`src/hdl/asc_pkg.sv`:
```
`timescale 1ns / 1ps

package asc_pkg;

   localparam int AXIS_W    = 10;
   localparam int MAG_W     = 11;
   localparam int CFG_W     = 10;
   localparam int WEIGHT_W  = 10;
   localparam int MARGIN_W  = 10;
   localparam int CONFIRM_W = 4;
   localparam int STEP_W    = 32;
   localparam int CSR_IDX_W = 2;
   localparam int ACC_W     = 22;
   localparam int AVG_SHIFT = 10;
   localparam int AXIS_COUNT = 3;

   localparam logic [MAG_W-1:0]     MAG_SAT      = 11'd2047;
   localparam logic [MAG_W-1:0]     MAG_LIMIT    = 11'd1771;
   localparam logic [MAG_W-1:0]     VALLEY_RESET = 11'd1024;
   localparam logic [WEIGHT_W-1:0]  WEIGHT_FULL  = 10'd1023;
   localparam logic [WEIGHT_W-1:0]  WEIGHT_RESET = 10'd128;
   localparam logic [MARGIN_W-1:0]  MARGIN_RESET = 10'd25;
   localparam logic [CONFIRM_W-1:0] CONFIRM_RESET = 4'd5;
   localparam logic [CONFIRM_W-1:0] HOLD_MAX     = 4'd15;

   localparam logic [CSR_IDX_W-1:0] CSR_WEIGHT  = 2'd0;
   localparam logic [CSR_IDX_W-1:0] CSR_MARGIN  = 2'd1;
   localparam logic [CSR_IDX_W-1:0] CSR_CONFIRM = 2'd2;

   localparam logic [1:0] AXIS_X = 2'd0;
   localparam logic [1:0] AXIS_Y = 2'd1;

   typedef enum logic [1:0] {
      PH_SEEK_MAX = 2'd0,
      PH_FALL     = 2'd1,
      PH_SEEK_MIN = 2'd2,
      PH_RISE     = 2'd3
   } phase_type;

   typedef enum logic [2:0] {
      ST_IDLE,
      ST_SQUARE,
      ST_ROOT,
      ST_AVERAGE,
      ST_COMMIT
   } state_type;

   typedef struct packed {
      logic [AXIS_W-1:0] accel_x;
      logic [AXIS_W-1:0] accel_y;
      logic [AXIS_W-1:0] accel_z;
   } req_type;

   typedef struct packed {
      logic [MAG_W-1:0]  magnitude;
      logic [MAG_W-1:0]  average;
      logic [STEP_W-1:0] step_count;
      logic              step_seen;
      logic [1:0]        tracker_phase;
   } rsp_type;

   typedef struct packed {
      logic       square;
      logic       first_sq;
      logic [1:0] axis;
      logic       root;
      logic       av_load;
      logic       av_step;
      logic       commit;
   } ctl_type;

endpackage

```
`src/hdl/asc_root.sv`:
```
`timescale 1ns / 1ps

module asc_root #(
   parameter int AXIS_BITS = 10
) (
   input  logic                       clock,
   input  asc_pkg::ctl_type           ctl,
   input  logic [AXIS_BITS-1:0]       x,
   input  logic [AXIS_BITS-1:0]       y,
   input  logic [AXIS_BITS-1:0]       z,
   output logic [asc_pkg::MAG_W-1:0]  mag
);
   import asc_pkg::*;

   localparam int PROD_W = 2 * AXIS_BITS;
   localparam int SUM_W  = 2 * AXIS_BITS + 2;
   localparam int ROOT_W = AXIS_BITS + 1;
   localparam int REM_W  = ROOT_W + 1;

   logic [AXIS_BITS-1:0]     operand;
   logic [PROD_W-1:0]        square;
   logic [SUM_W-1:0]         rad_ff, rad_in;
   logic [REM_W-1:0]         rem_ff, rem_in;
   logic [ROOT_W-1:0]        root_ff, root_in;
   logic [REM_W+1:0]         rem_sh, trial;
   logic [ROOT_W+MAG_W-1:0]  root_ext;
   logic [ROOT_W-1:0]        root_hi;

   always_comb begin
      unique case (ctl.axis)
         AXIS_X:  operand = x;
         AXIS_Y:  operand = y;
         default: operand = z;
      endcase
   end

   assign square = PROD_W'(operand) * PROD_W'(operand);

   // restoring root, two radicand bits in, one root bit out per cycle
   assign rem_sh = {rem_ff, rad_ff[SUM_W-1 -: 2]};
   assign trial  = {1'b0, root_ff, 2'b01};

   always_comb begin
      rad_in  = rad_ff;
      rem_in  = rem_ff;
      root_in = root_ff;
      if (ctl.square) begin
         rad_in  = (ctl.first_sq ? SUM_W'(0) : rad_ff) + SUM_W'(square);
         rem_in  = '0;
         root_in = '0;
      end else if (ctl.root) begin
         rad_in = {rad_ff[SUM_W-3:0], 2'b00};
         if (rem_sh >= trial) begin
            rem_in  = REM_W'(rem_sh - trial);
            root_in = {root_ff[ROOT_W-2:0], 1'b1};
         end else begin
            rem_in  = rem_sh[REM_W-1:0];
            root_in = {root_ff[ROOT_W-2:0], 1'b0};
         end
      end
   end

   always_ff @(posedge clock) begin
      rad_ff  <= rad_in;
      rem_ff  <= rem_in;
      root_ff <= root_in;
   end

   assign root_ext = {MAG_W'(0), root_ff};
   assign root_hi  = root_ext[ROOT_W+MAG_W-1:MAG_W];
   assign mag      = (|root_hi) ? MAG_SAT : root_ext[MAG_W-1:0];

endmodule

```
`src/hdl/asc_ewma.sv`:
```
`timescale 1ns / 1ps

module asc_ewma (
   input  logic                          clock,
   input  logic                          reset,
   input  asc_pkg::ctl_type              ctl,
   input  logic                          seeded,
   input  logic [asc_pkg::WEIGHT_W-1:0]  weight,
   input  logic [asc_pkg::MAG_W-1:0]     mag,
   output logic [asc_pkg::MAG_W-1:0]     avg_new
);
   import asc_pkg::*;

   logic [MAG_W-1:0]    avg_ff, avg_in;
   logic [MAG_W-1:0]    mag_sh_ff, mag_sh_in;
   logic [MAG_W-1:0]    avg_sh_ff, avg_sh_in;
   logic [ACC_W-1:0]    acc_ff, acc_in;
   logic [WEIGHT_W-1:0] beta;
   logic [WEIGHT_W-1:0] term_new, term_old;

   assign beta     = WEIGHT_FULL - weight;
   assign term_new = mag_sh_ff[MAG_W-1] ? weight : '0;
   assign term_old = avg_sh_ff[MAG_W-1] ? beta : '0;

   // MSB-first shift-add over the magnitude and average bits
   always_comb begin
      mag_sh_in = mag_sh_ff;
      avg_sh_in = avg_sh_ff;
      acc_in    = acc_ff;
      if (ctl.av_load) begin
         mag_sh_in = mag;
         avg_sh_in = avg_ff;
         acc_in    = '0;
      end else if (ctl.av_step) begin
         mag_sh_in = {mag_sh_ff[MAG_W-2:0], 1'b0};
         avg_sh_in = {avg_sh_ff[MAG_W-2:0], 1'b0};
         acc_in    = {acc_ff[ACC_W-2:0], 1'b0} + ACC_W'(term_new) + ACC_W'(term_old);
      end
   end

   assign avg_new = seeded ? acc_ff[AVG_SHIFT +: MAG_W] : mag;
   assign avg_in  = ctl.commit ? avg_new : avg_ff;

   always_ff @(posedge clock) begin
      mag_sh_ff <= mag_sh_in;
      avg_sh_ff <= avg_sh_in;
      acc_ff    <= acc_in;
   end

   always_ff @(posedge clock) begin
      if (reset) begin
         avg_ff <= '0;
      end else begin
         avg_ff <= avg_in;
      end
   end

endmodule

```
`src/hdl/asc_track.sv`:
```
`timescale 1ns / 1ps

module asc_track (
   input  logic                           clock,
   input  logic                           reset,
   input  asc_pkg::ctl_type               ctl,
   input  logic                           seeded,
   input  logic [asc_pkg::MAG_W-1:0]      mag,
   input  logic [asc_pkg::MAG_W-1:0]      avg,
   input  logic [asc_pkg::MARGIN_W-1:0]   margin,
   input  logic [asc_pkg::CONFIRM_W-1:0]  confirm,
   output logic [asc_pkg::STEP_W-1:0]     steps_next,
   output logic                           seen,
   output asc_pkg::phase_type             phase_next
);
   import asc_pkg::*;

   localparam int WIDE_W = MAG_W + 1;

   phase_type            phase_ff;
   logic [MAG_W-1:0]     peak_ff, peak_in;
   logic [MAG_W-1:0]     valley_ff, valley_in;
   logic [CONFIRM_W-1:0] hold_ff, hold_in;
   logic [STEP_W-1:0]    steps_ff;
   logic [CONFIRM_W-1:0] hold_inc;
   logic                 hold_done;
   logic                 fall_cross;
   logic                 rise_cross;

   assign hold_inc   = (hold_ff == HOLD_MAX) ? HOLD_MAX : hold_ff + 4'd1;
   assign hold_done  = hold_inc >= confirm;
   assign fall_cross = (MAG_W'(margin) > avg) || (mag < avg - MAG_W'(margin));
   assign rise_cross = WIDE_W'(mag) > (WIDE_W'(avg) + WIDE_W'(margin));

   always_comb begin
      phase_next = phase_ff;
      peak_in    = peak_ff;
      valley_in  = valley_ff;
      hold_in    = hold_ff;
      steps_next = steps_ff;
      seen       = 1'b0;
      if (seeded) begin
         unique case (phase_ff)
            PH_SEEK_MAX: begin
               if (mag > peak_ff) begin
                  peak_in = mag;
                  hold_in = '0;
               end else begin
                  hold_in = hold_inc;
                  if (hold_done) begin
                     phase_next = PH_FALL;
                  end
               end
            end
            PH_FALL: begin
               if (mag > peak_ff) begin
                  peak_in    = mag;
                  hold_in    = '0;
                  phase_next = PH_SEEK_MAX;
               end else if (fall_cross) begin
                  steps_next = steps_ff + 32'd1;
                  seen       = 1'b1;
                  valley_in  = VALLEY_RESET;
                  hold_in    = '0;
                  phase_next = PH_SEEK_MIN;
               end
            end
            PH_SEEK_MIN: begin
               if (mag < valley_ff) begin
                  valley_in = mag;
                  hold_in   = '0;
               end else begin
                  hold_in = hold_inc;
                  if (hold_done) begin
                     phase_next = PH_RISE;
                  end
               end
            end
            PH_RISE: begin
               if (mag < valley_ff) begin
                  valley_in  = mag;
                  hold_in    = '0;
                  phase_next = PH_SEEK_MIN;
               end else if (rise_cross) begin
                  steps_next = steps_ff + 32'd1;
                  seen       = 1'b1;
                  peak_in    = '0;
                  hold_in    = '0;
                  phase_next = PH_SEEK_MAX;
               end
            end
            default: begin
               phase_next = phase_ff;
            end
         endcase
      end
   end

   always_ff @(posedge clock) begin
      if (reset) begin
         phase_ff  <= PH_SEEK_MAX;
         peak_ff   <= '0;
         valley_ff <= VALLEY_RESET;
         hold_ff   <= '0;
         steps_ff  <= '0;
      end else if (ctl.commit) begin
         phase_ff  <= phase_next;
         peak_ff   <= peak_in;
         valley_ff <= valley_in;
         hold_ff   <= hold_in;
         steps_ff  <= steps_next;
      end
   end

endmodule

```
`src/hdl/accelerometer_step_counter_core.sv`:
```
`timescale 1ns / 1ps

// Step counter for a three-axis accelerometer. Each accepted transaction carries one
// sample per axis and returns one result: the floor square root of the sum of squares,
// the updated moving average, the running step count, a step flag and the tracker phase.
// One transaction is worked on at a time; the next is taken only after the previous
// result is registered. The work runs in order: square-and-add of the three axes on
// one shared multiplier, the bit-serial root (one root bit per cycle), the bit-serial
// average (one magnitude bit per cycle) and the tracker update, which waits while an
// earlier result is still stalled. The result register lets a new transaction start
// while the previous result is still stalled. Write the control registers only while
// idle.
module accelerometer_step_counter_core #(
   parameter int AXIS_BITS = 10
) (
   input  logic                           clock,
   input  logic                           reset,
   input  logic                           req_valid,
   output logic                           req_stall,
   input  asc_pkg::req_type               req_data,
   output logic                           rsp_valid,
   input  logic                           rsp_stall,
   output asc_pkg::rsp_type               rsp_data,
   input  logic                           csr_we,
   input  logic [asc_pkg::CSR_IDX_W-1:0]  csr_index,
   input  logic [asc_pkg::CFG_W-1:0]      csr_wdata
);
   import asc_pkg::*;

   localparam int IN_W   = (AXIS_BITS < AXIS_W) ? AXIS_BITS : AXIS_W;
   localparam int ROOT_W = AXIS_BITS + 1;
   localparam int STEPS  = (ROOT_W > MAG_W + 1) ? ROOT_W : MAG_W + 1;
   localparam int CNT_W  = $clog2(STEPS);

   state_type            state_ff, state_in;
   logic [CNT_W-1:0]     cnt_ff, cnt_in;
   ctl_type              ctl;
   logic [AXIS_BITS-1:0] x_ff, y_ff, z_ff;
   logic [WEIGHT_W-1:0]  weight_ff;
   logic [MARGIN_W-1:0]  margin_ff;
   logic [CONFIRM_W-1:0] confirm_ff;
   logic                 seeded_ff;
   logic                 rsp_valid_ff, rsp_valid_in;
   rsp_type              rsp_data_ff;
   logic                 req_take;
   logic                 out_free;
   logic                 sq_last, root_last, avg_last;
   logic [MAG_W-1:0]     mag;
   logic [MAG_W-1:0]     avg_new;
   logic [STEP_W-1:0]    steps_next;
   logic                 seen;
   phase_type            phase_next;

   assign req_take  = req_valid && !req_stall;
   assign out_free  = !rsp_valid_ff || !rsp_stall;
   assign sq_last   = cnt_ff == CNT_W'(AXIS_COUNT - 1);
   assign root_last = cnt_ff == CNT_W'(ROOT_W - 1);
   assign avg_last  = cnt_ff == CNT_W'(MAG_W);

   always_comb begin
      state_in = state_ff;
      unique case (state_ff)
         ST_IDLE:    if (req_valid) state_in = ST_SQUARE;
         ST_SQUARE:  if (sq_last) state_in = ST_ROOT;
         ST_ROOT:    if (root_last) state_in = ST_AVERAGE;
         ST_AVERAGE: if (avg_last) state_in = ST_COMMIT;
         ST_COMMIT:  if (out_free) state_in = ST_IDLE;
         default:    state_in = ST_IDLE;
      endcase
   end

   always_comb begin
      ctl       = '0;
      req_stall = 1'b1;
      cnt_in    = cnt_ff;
      unique case (state_ff)
         ST_IDLE: begin
            req_stall = 1'b0;
            cnt_in    = '0;
         end
         ST_SQUARE: begin
            ctl.square   = 1'b1;
            ctl.first_sq = cnt_ff == '0;
            ctl.axis     = cnt_ff[1:0];
            cnt_in       = sq_last ? '0 : cnt_ff + 1'b1;
         end
         ST_ROOT: begin
            ctl.root = 1'b1;
            cnt_in   = root_last ? '0 : cnt_ff + 1'b1;
         end
         ST_AVERAGE: begin
            ctl.av_load = cnt_ff == '0;
            ctl.av_step = cnt_ff != '0;
            cnt_in      = cnt_ff + 1'b1;
         end
         ST_COMMIT: begin
            ctl.commit = out_free;
         end
         default: begin
            cnt_in = '0;
         end
      endcase
   end

   always_ff @(posedge clock) begin
      if (reset) begin
         state_ff <= ST_IDLE;
         cnt_ff   <= '0;
      end else begin
         state_ff <= state_in;
         cnt_ff   <= cnt_in;
      end
   end

   always_ff @(posedge clock) begin
      if (req_take) begin
         x_ff <= AXIS_BITS'(req_data.accel_x[IN_W-1:0]);
         y_ff <= AXIS_BITS'(req_data.accel_y[IN_W-1:0]);
         z_ff <= AXIS_BITS'(req_data.accel_z[IN_W-1:0]);
      end
   end

   always_ff @(posedge clock) begin
      if (reset) begin
         weight_ff  <= WEIGHT_RESET;
         margin_ff  <= MARGIN_RESET;
         confirm_ff <= CONFIRM_RESET;
      end else if (csr_we) begin
         unique case (csr_index)
            CSR_WEIGHT:  weight_ff  <= csr_wdata[WEIGHT_W-1:0];
            CSR_MARGIN:  margin_ff  <= csr_wdata[MARGIN_W-1:0];
            CSR_CONFIRM: confirm_ff <= csr_wdata[CONFIRM_W-1:0];
            default:     weight_ff  <= weight_ff;
         endcase
      end
   end

   asc_root #(
      .AXIS_BITS (AXIS_BITS)
   ) u_root (
      .clock (clock),
      .ctl   (ctl),
      .x     (x_ff),
      .y     (y_ff),
      .z     (z_ff),
      .mag   (mag)
   );

   asc_ewma u_ewma (
      .clock   (clock),
      .reset   (reset),
      .ctl     (ctl),
      .seeded  (seeded_ff),
      .weight  (weight_ff),
      .mag     (mag),
      .avg_new (avg_new)
   );

   asc_track u_track (
      .clock      (clock),
      .reset      (reset),
      .ctl        (ctl),
      .seeded     (seeded_ff),
      .mag        (mag),
      .avg        (avg_new),
      .margin     (margin_ff),
      .confirm    (confirm_ff),
      .steps_next (steps_next),
      .seen       (seen),
      .phase_next (phase_next)
   );

   assign rsp_valid_in = ctl.commit || (rsp_valid_ff && rsp_stall);

   always_ff @(posedge clock) begin
      if (reset) begin
         seeded_ff    <= 1'b0;
         rsp_valid_ff <= 1'b0;
      end else begin
         rsp_valid_ff <= rsp_valid_in;
         if (ctl.commit) begin
            seeded_ff <= 1'b1;
         end
      end
   end

   always_ff @(posedge clock) begin
      if (ctl.commit) begin
         rsp_data_ff.magnitude     <= mag;
         rsp_data_ff.average       <= avg_new;
         rsp_data_ff.step_count    <= steps_next;
         rsp_data_ff.step_seen     <= seen;
         rsp_data_ff.tracker_phase <= phase_next;
      end
   end

   assign rsp_valid = rsp_valid_ff;
   assign rsp_data  = rsp_data_ff;

endmodule

```
`config.mk`:
```
export PLATFORM = sky130hd
export DESIGN_NAME = accelerometer_step_counter_core
export DESIGN_NICKNAME = d
export VERILOG_FILES = /design/src/hdl/asc_pkg.sv /design/src/hdl/asc_root.sv /design/src/hdl/asc_ewma.sv /design/src/hdl/asc_track.sv /design/src/hdl/accelerometer_step_counter_core.sv
export SDC_FILE = /design/constraint.sdc
export NUM_CORES = 1
export LEC_CHECK = 0
export ABC_AREA = 1
export BUFFER_PORTS_ARGS = -buffer_cell sky130_fd_sc_hd__buf_2
export CAP_MARGIN = 15
export CELL_PAD_IN_SITES_DETAIL_PLACEMENT = 1
export CELL_PAD_IN_SITES_GLOBAL_PLACEMENT = 2
export CORE_ASPECT_RATIO = 0.75
export CORE_UTILIZATION = 34
export DETAILED_ROUTE_END_ITERATION = 12
export PLACE_DENSITY = 0.76
export SLEW_MARGIN = 10
export SYNTH_ARGS = -nofsm -noshare
export SYNTH_HDL_FRONTEND = slang
export SYNTH_SLANG_ARGS = --single-unit
```
`constraint.sdc`:
```
create_clock -name clock -period 5.5 [get_ports clock]
set_input_delay 0.275 -clock clock [delete_from_list [all_inputs] [get_ports clock]]
set_output_delay 0.275 -clock clock [all_outputs]
set_load 0.01 [all_outputs]
```
; After elaboration in Yosys (flattened, before gate mapping)
; Cells that the tools add are included.
[word_totals]
romBits = 0
out_inout_bits = 59
input_bits = 47
reg_bits = 279
latch_bits = 0
memories = 0
elab_cells = 162
ramBits = 0
[op_classes]
n_reduce_logical = 26
n_mul = 1
magnitude_cmp = 7
bitwise_logic = 0
addsub = 10
shift = 0
eq_ne = 27
muxes = 64
n_div = 0
[op_table]
columns = op, n
row1 = 2-to-1 mux 32 bit, 5
row2 = 2-to-1 mux 11 bit, 11
row3 = 2-to-1 mux 22 bit, 3
row4 = one-hot mux 32 bit (2 select lines), 1
row5 = one-hot mux 11 bit (2 select lines), 2
row6 = adder 21 x 10 -> 21 bit, 2
row7 = 2-to-1 mux 4 bit, 10
row8 = adder 32 x 1 -> 32 bit (second input constant), 1
row9 = one-hot mux 4 bit (4 select lines), 2
row10 = adder 22 x 20 -> 22 bit, 1
row11 = less-than comparator 11 bit, 2
row12 = multiplier 10 x 10 -> 20 bit, 1
row13 = 2-to-1 mux 10 bit, 2
row14 = 2-to-1 mux 2 bit, 10
row15 = one-hot mux 10 bit (2 select lines), 1
row16 = 2-to-1 mux 3 bit, 5
row17 = one-hot mux 3 bit (5 select lines), 1
row18 = greater-or-equal comparator 14 x 13 -> 1 bit, 1
row19 = inequality test 2 bit (second input constant), 7
row20 = adder 11 x 10 -> 12 bit, 1
row21 = equality test 4 bit (second input constant), 3
row22 = greater-than comparator 11 x 12 -> 1 bit, 1
row23 = 2-to-1 mux 12 bit, 1
row24 = AND reduction 6 bit, 2
row25 = 30 further kinds, 59

; Logic depth before layout (Yosys ltp)
[logic_depth]
word_depth = 8
depth_mapped = 33
mapped_depth_nobuf = 33

; By module
; Synthesis repeated with hierarchy kept, for this count alone.
[hier_totals]
hier_cells = 2720
hier_area_um2 = 20383.3
[modules_own_cells]
columns = module, cells_each, seq_area_each_um2, area_per_inst_um2, instances
row1 = asc_track, 1074, 1201.2, 6536.3, 1
row2 = asc_root, 905, 1121.1, 6496.2, 1
row3 = accelerometer_step_counter_core, 290, 3273.1, 4065.1, 1
row4 = asc_ewma, 451, 1301.2, 3285.7, 1

; Worst setup path before layout
; OpenSTA, ideal clock, no wires.
[synth_path]
path_type = register to register
from = register state_ff[0]
to = register u_root.rad_ff[15] (data pin)
path_slack_ns = -0.465
synth_period_minus_slack_ns = 5.965
stages_incl_launch_ff = 28
setup_ns = 0.267
t_required_ns = 5.234
path_buffers = 0
t_arrival_ns = 5.699
path_cell_list = dfxtp_1 > inv_1 > nor3_4 > inv_2 > nor3_4 > a21oi_1 > o21a_1 > inv_2 > nor2_1 > inv_1 > fa_1 > fa_1 > inv_1 > fa_1 > fa_1 > inv_1 > fa_1 > inv_1 > ha_1 > nand2_1 > nor2_1 > o21ai_0 > o211ai_1 > a31oi_1 > o21bai_1 > or2_2 > nand3_1 > o21ai_0
[synth_between]
elab_chain_len = 7
word_cells_on_any_way = 9
classes_between = 1 x add/sub / 1 x mul / 2 x eq/ne / 4 x mux / 1 x reduce/logical
[synth_rtl]
columns = element, line_no
row1 = start: declaration, accelerometer_step_counter_core.sv:35  ; state_type state_ff, state_in;
row2 = start signal: assignment, accelerometer_step_counter_core.sv:110  ; state_ff <= state_in;
row3 = equality test 3 x 1 -> 1 bit *, accelerometer_step_counter_core.sv:76  ; unique case (state_ff)
row4 = 2-to-1 mux 4 bit *, accelerometer_step_counter_core.sv:76
row5 = equality test 2 x 1 -> 1 bit or zero test 2 bit (tied branches), asc_root.sv:30  ; unique case (ctl.axis)
row6 = one-hot mux 10 bit (2 select lines), asc_root.sv:30
row7 = multiplier 10 x 10 -> 20 bit, asc_root.sv:37  ; assign square = PROD_W'(operand) * PROD_W'(operand);
row8 = adder 22 x 20 -> 22 bit, asc_root.sv:48  ; rad_in = (ctl.first_sq ? SUM_W'(0) : rad_ff) + SUM_W'(square);
row9 = 2-to-1 mux 22 bit *, asc_root.sv:47  ; if (ctl.square) begin
row10 = named net u_root.rad_in[15], asc_root.sv:22  ; logic [SUM_W-1:0] rad_ff, rad_in;
row11 = end signal: assignment, asc_root.sv:64  ; rad_ff <= rad_in;
row12 = end: declaration, asc_root.sv:22
; Mark *: on every way through the listed nets, which the timed path passes. The rest lies on a longest branch.
; A chain may end at the register's enable or synchronous reset.

; Final worst setup path
; Same ends and word-level chain as after synthesis.

==> metrics.txt <==
status finished, violations left; failing checks negative setup slack; layout cells sized above 1 ~17%; drt drc 0; hpwl dp 48.9 mm; final wirelength ~67 mm; Post-synth top cells nand2_1, inv_1, nand3_1; flops & latches, synth ~280; most common cell in the synthesized netlist nand2_1; final hold slack slightly below 0.04 ns; Critical Path Fanout Max 7; Ys Warns 0; RSZ-0062 raised after global routing yes; post-synthesis cell area 20100 um2; Initial Utilization between 30% and 40%; slowest stage cell, crit path fa_1; vias in the first global route a little under 20k; Post-synth EDFFs roughly 130; initial antenna violation count 0; post-layout util between 40% and 50%; most used cell, CP fa_1; Worst Path Arrival 6.21 ns; fin. max-slew vios 0; routed via count between 15k and 20k; Critical Path Start state_ff[0]; Seq/Total Area, Yosys about 34%; # fillers between 7k and 8k; area leader, netlist edfxtp_1; Num Clock Sinks roughly 280; H-Tree Level Count 2; Initial DRC Count just under 1k; Root Buffer clkbuf_16; mean routed wirelength per cell approximately 18 um; fraction of registers with async set/reset 0%; hold crit path type in2reg; main combinational cell family by area after synthesis simple AND/OR/NAND/NOR gates; CTS tree yes; vias per inst slightly above 5; Reg-to-Reg Start state_ff[0]; die area approximately 60000 um2; area of the multi-input gates 11500 um2; Clock Path Buffers 3; slew margin rel. ~29%; Post-Synth Simple-Gate Area ~22%; first-pass GRT wire length between 100 and 150 mm; Syn Nets roughly 2.9k; RePlAce Congestion approximately 0.9; hold_sp csr_wdata[5]; y dimension of the die approximately 210 um; number of max-cap violations 0; share of the synthesized area in the top cell type 19.6%; DR pass1 iterations 5; fin cells roughly 3.7k; area grow syn2layout 22.0%; Synth Flop Type dfxtp_1; compound-cell area share of the yosys netlist between 10% and 20%; CP Launch Type flip-flop; register area between 6000 and 7000 um2; Setup CP Type reg2reg; Reg2Reg Setup Slack -0.42 ns; Final ANT Viol Nets 0; post-synthesis mux area share less than 1%; placed insts about 3.5k; Antenna diodes 0; Yosys cell types 56; # port buffers between 100 and 150; later-pin clock latency in the skew report 0.56 ns; minimum clock period after layout just under 6 ns; Fmax 169 MHz; worst endpoint required time roughly 5.8 ns; Final setup viols 12; IO Pins 106; Clock Skew approximately 0.022 ns; Syn Inst Count between 2k and 3k; Post-Synth Adder-Cell Area 17.0%; grt total ovfl 0; total CTS buffers 35; fraction of the cycle the final worst path needs 108%; CP Capture Type flip-flop; Post-Syn Area per Cell ~7.7 um2; Rows 76; Final TNS setup -4.04 ns; Die Width between 200 and 300 um; xor/xnor cell area share of the yosys netlist 2.88%; Layout Nets about 3.1k; critical path's largest stage delay between 0.5 and 0.6 ns; largest cells by area after synthesis edfxtp_1, dfxtp_1, ha_1, nand2_1, inv_1; Slew @ Worst Pin between 1 and 1.5 ns; largest net degree at the start of global routing 65; Clk pin slew, worst setup/hold paths ~0.06 ns; Setup WS post-layout -0.421 ns; Total GRT Usage between 20 and 25%; core area ~58000 um2; Final Hold Vio Count 0
layout make-up:
class	count	area share (%)
Timing Repair Buffer	297	8.82
Inverter	461	7.20
Tap cell	780	3.99
Timing Repair inverter	1	0.0307
Clock buffer	42	3.99
Clock inverter	22	0.900
Multi-Input combinational cell	1771	46.9
Sequential cell	279	28.2
routing by layer:
metal | track usage (%) | wire [um] | part of all wire (%) | up-vias
li1 | - | - | - | 9002
met1 | 33.1 | 34100 | 51 | 9135
met2 | 35.5 | 29500 | 44 | 282
met3 | 2.70 | 2540 | 3.8 | 75
met4 | 5.07 | 1130 | 1.7 | 0
met5 | 0 | 0 | 0 | -
sequential cells by signal (all words and copies together) (netlist names), 10 cells and up:
register and flops:
y_ff 10, u_track.peak_ff 11, u_track.steps_ff 32, u_ewma.avg_ff 11
u_track.valley_ff 11, weight_ff 10, u_root.rem_ff 12, u_ewma.avg_sh_ff 11
u_ewma.acc_ff 21, margin_ff 10, rsp_data 57, u_root.mag 11
x_ff 10, u_root.rad_ff 22, u_ewma.mag_sh_ff 11, z_ff 10
final timing paths:
| kind | to | cells past startpoint |
|---|---|---|
| max | u_root.rad_ff[15] | 29 |
| min | weight_ff[5] | 3 |
| max reg2reg | u_root.rad_ff[15] | 29 |
| min reg2reg | u_ewma.avg_ff[9] | 2 |
metrics by stage:
stage	instance area, um2	setup WS [ns]
global route	24500	-0.680
detailed placement	22300	-0.615
global placement	22300	-0.441
floorplan	20300	-0.143
finish	24500	-0.421
CTS	24200	-0.300
timing repair:
item | 4_1_cts | 5_1_grt
cloned | 1 | 0
pin swaps | 48 | 38
hold buffers | 40 | 0
buffers inserted | 21 | 7
gates resized for setup | 53 | 50
endpoints found under the hold margin | 43 | 0
setup endpoints to repair | 15 | 15
critical path, delay by kind of cell (launching register included):
kind / cells / cell delay [ns]
adders and majority gates: 6 / 2.75
buffers and inverters: 11 / 1.00
AOI/OAI and AO/OA: 6 / 0.80
and+or+nand+nor: 6 / 0.74
DFF: 1 / 0.34
cells by family (layout without fill, tap and decap cells):
group / Yosys count / in the layout
AOI/OAI and AO/OA: 443 / 443
other: 1 / 1
adders and majority gates: 231 / 231
and+or+nand+nor: 1030 / 1030
buffers and inverters: 562 / 823
DFF: 279 / 279
xor gates and xnor gates: 65 / 65
muxes: 1 / 1
cells in the final DEF (no fill, tap or decap), types with 19 or more instances in the layout:
cell	netlist	final
nand2_1	502	487
inv_1	437	422
nand3_1	222	218
nor2_1	190	164
a21oi_1	172	161
o21ai_0	167	151
ha_1	161	150
dfxtp_1	148	143
buf_4	12	140
edfxtp_1	131	131
buf_2	15	106
fa_1	70	65
nand4_1	51	51
xor2_1	52	51
dlygate4sd3_1	0	40
clkbuf_16	0	38
inv_2	21	28
nor3_1	28	26
o21ai_1	11	23
nor2_2	9	21
nand2_2	6	19
Power is left out: the tool's default activity adds up to more than one toggle a clock period on the data nets, which glitch-free logic cannot reach.
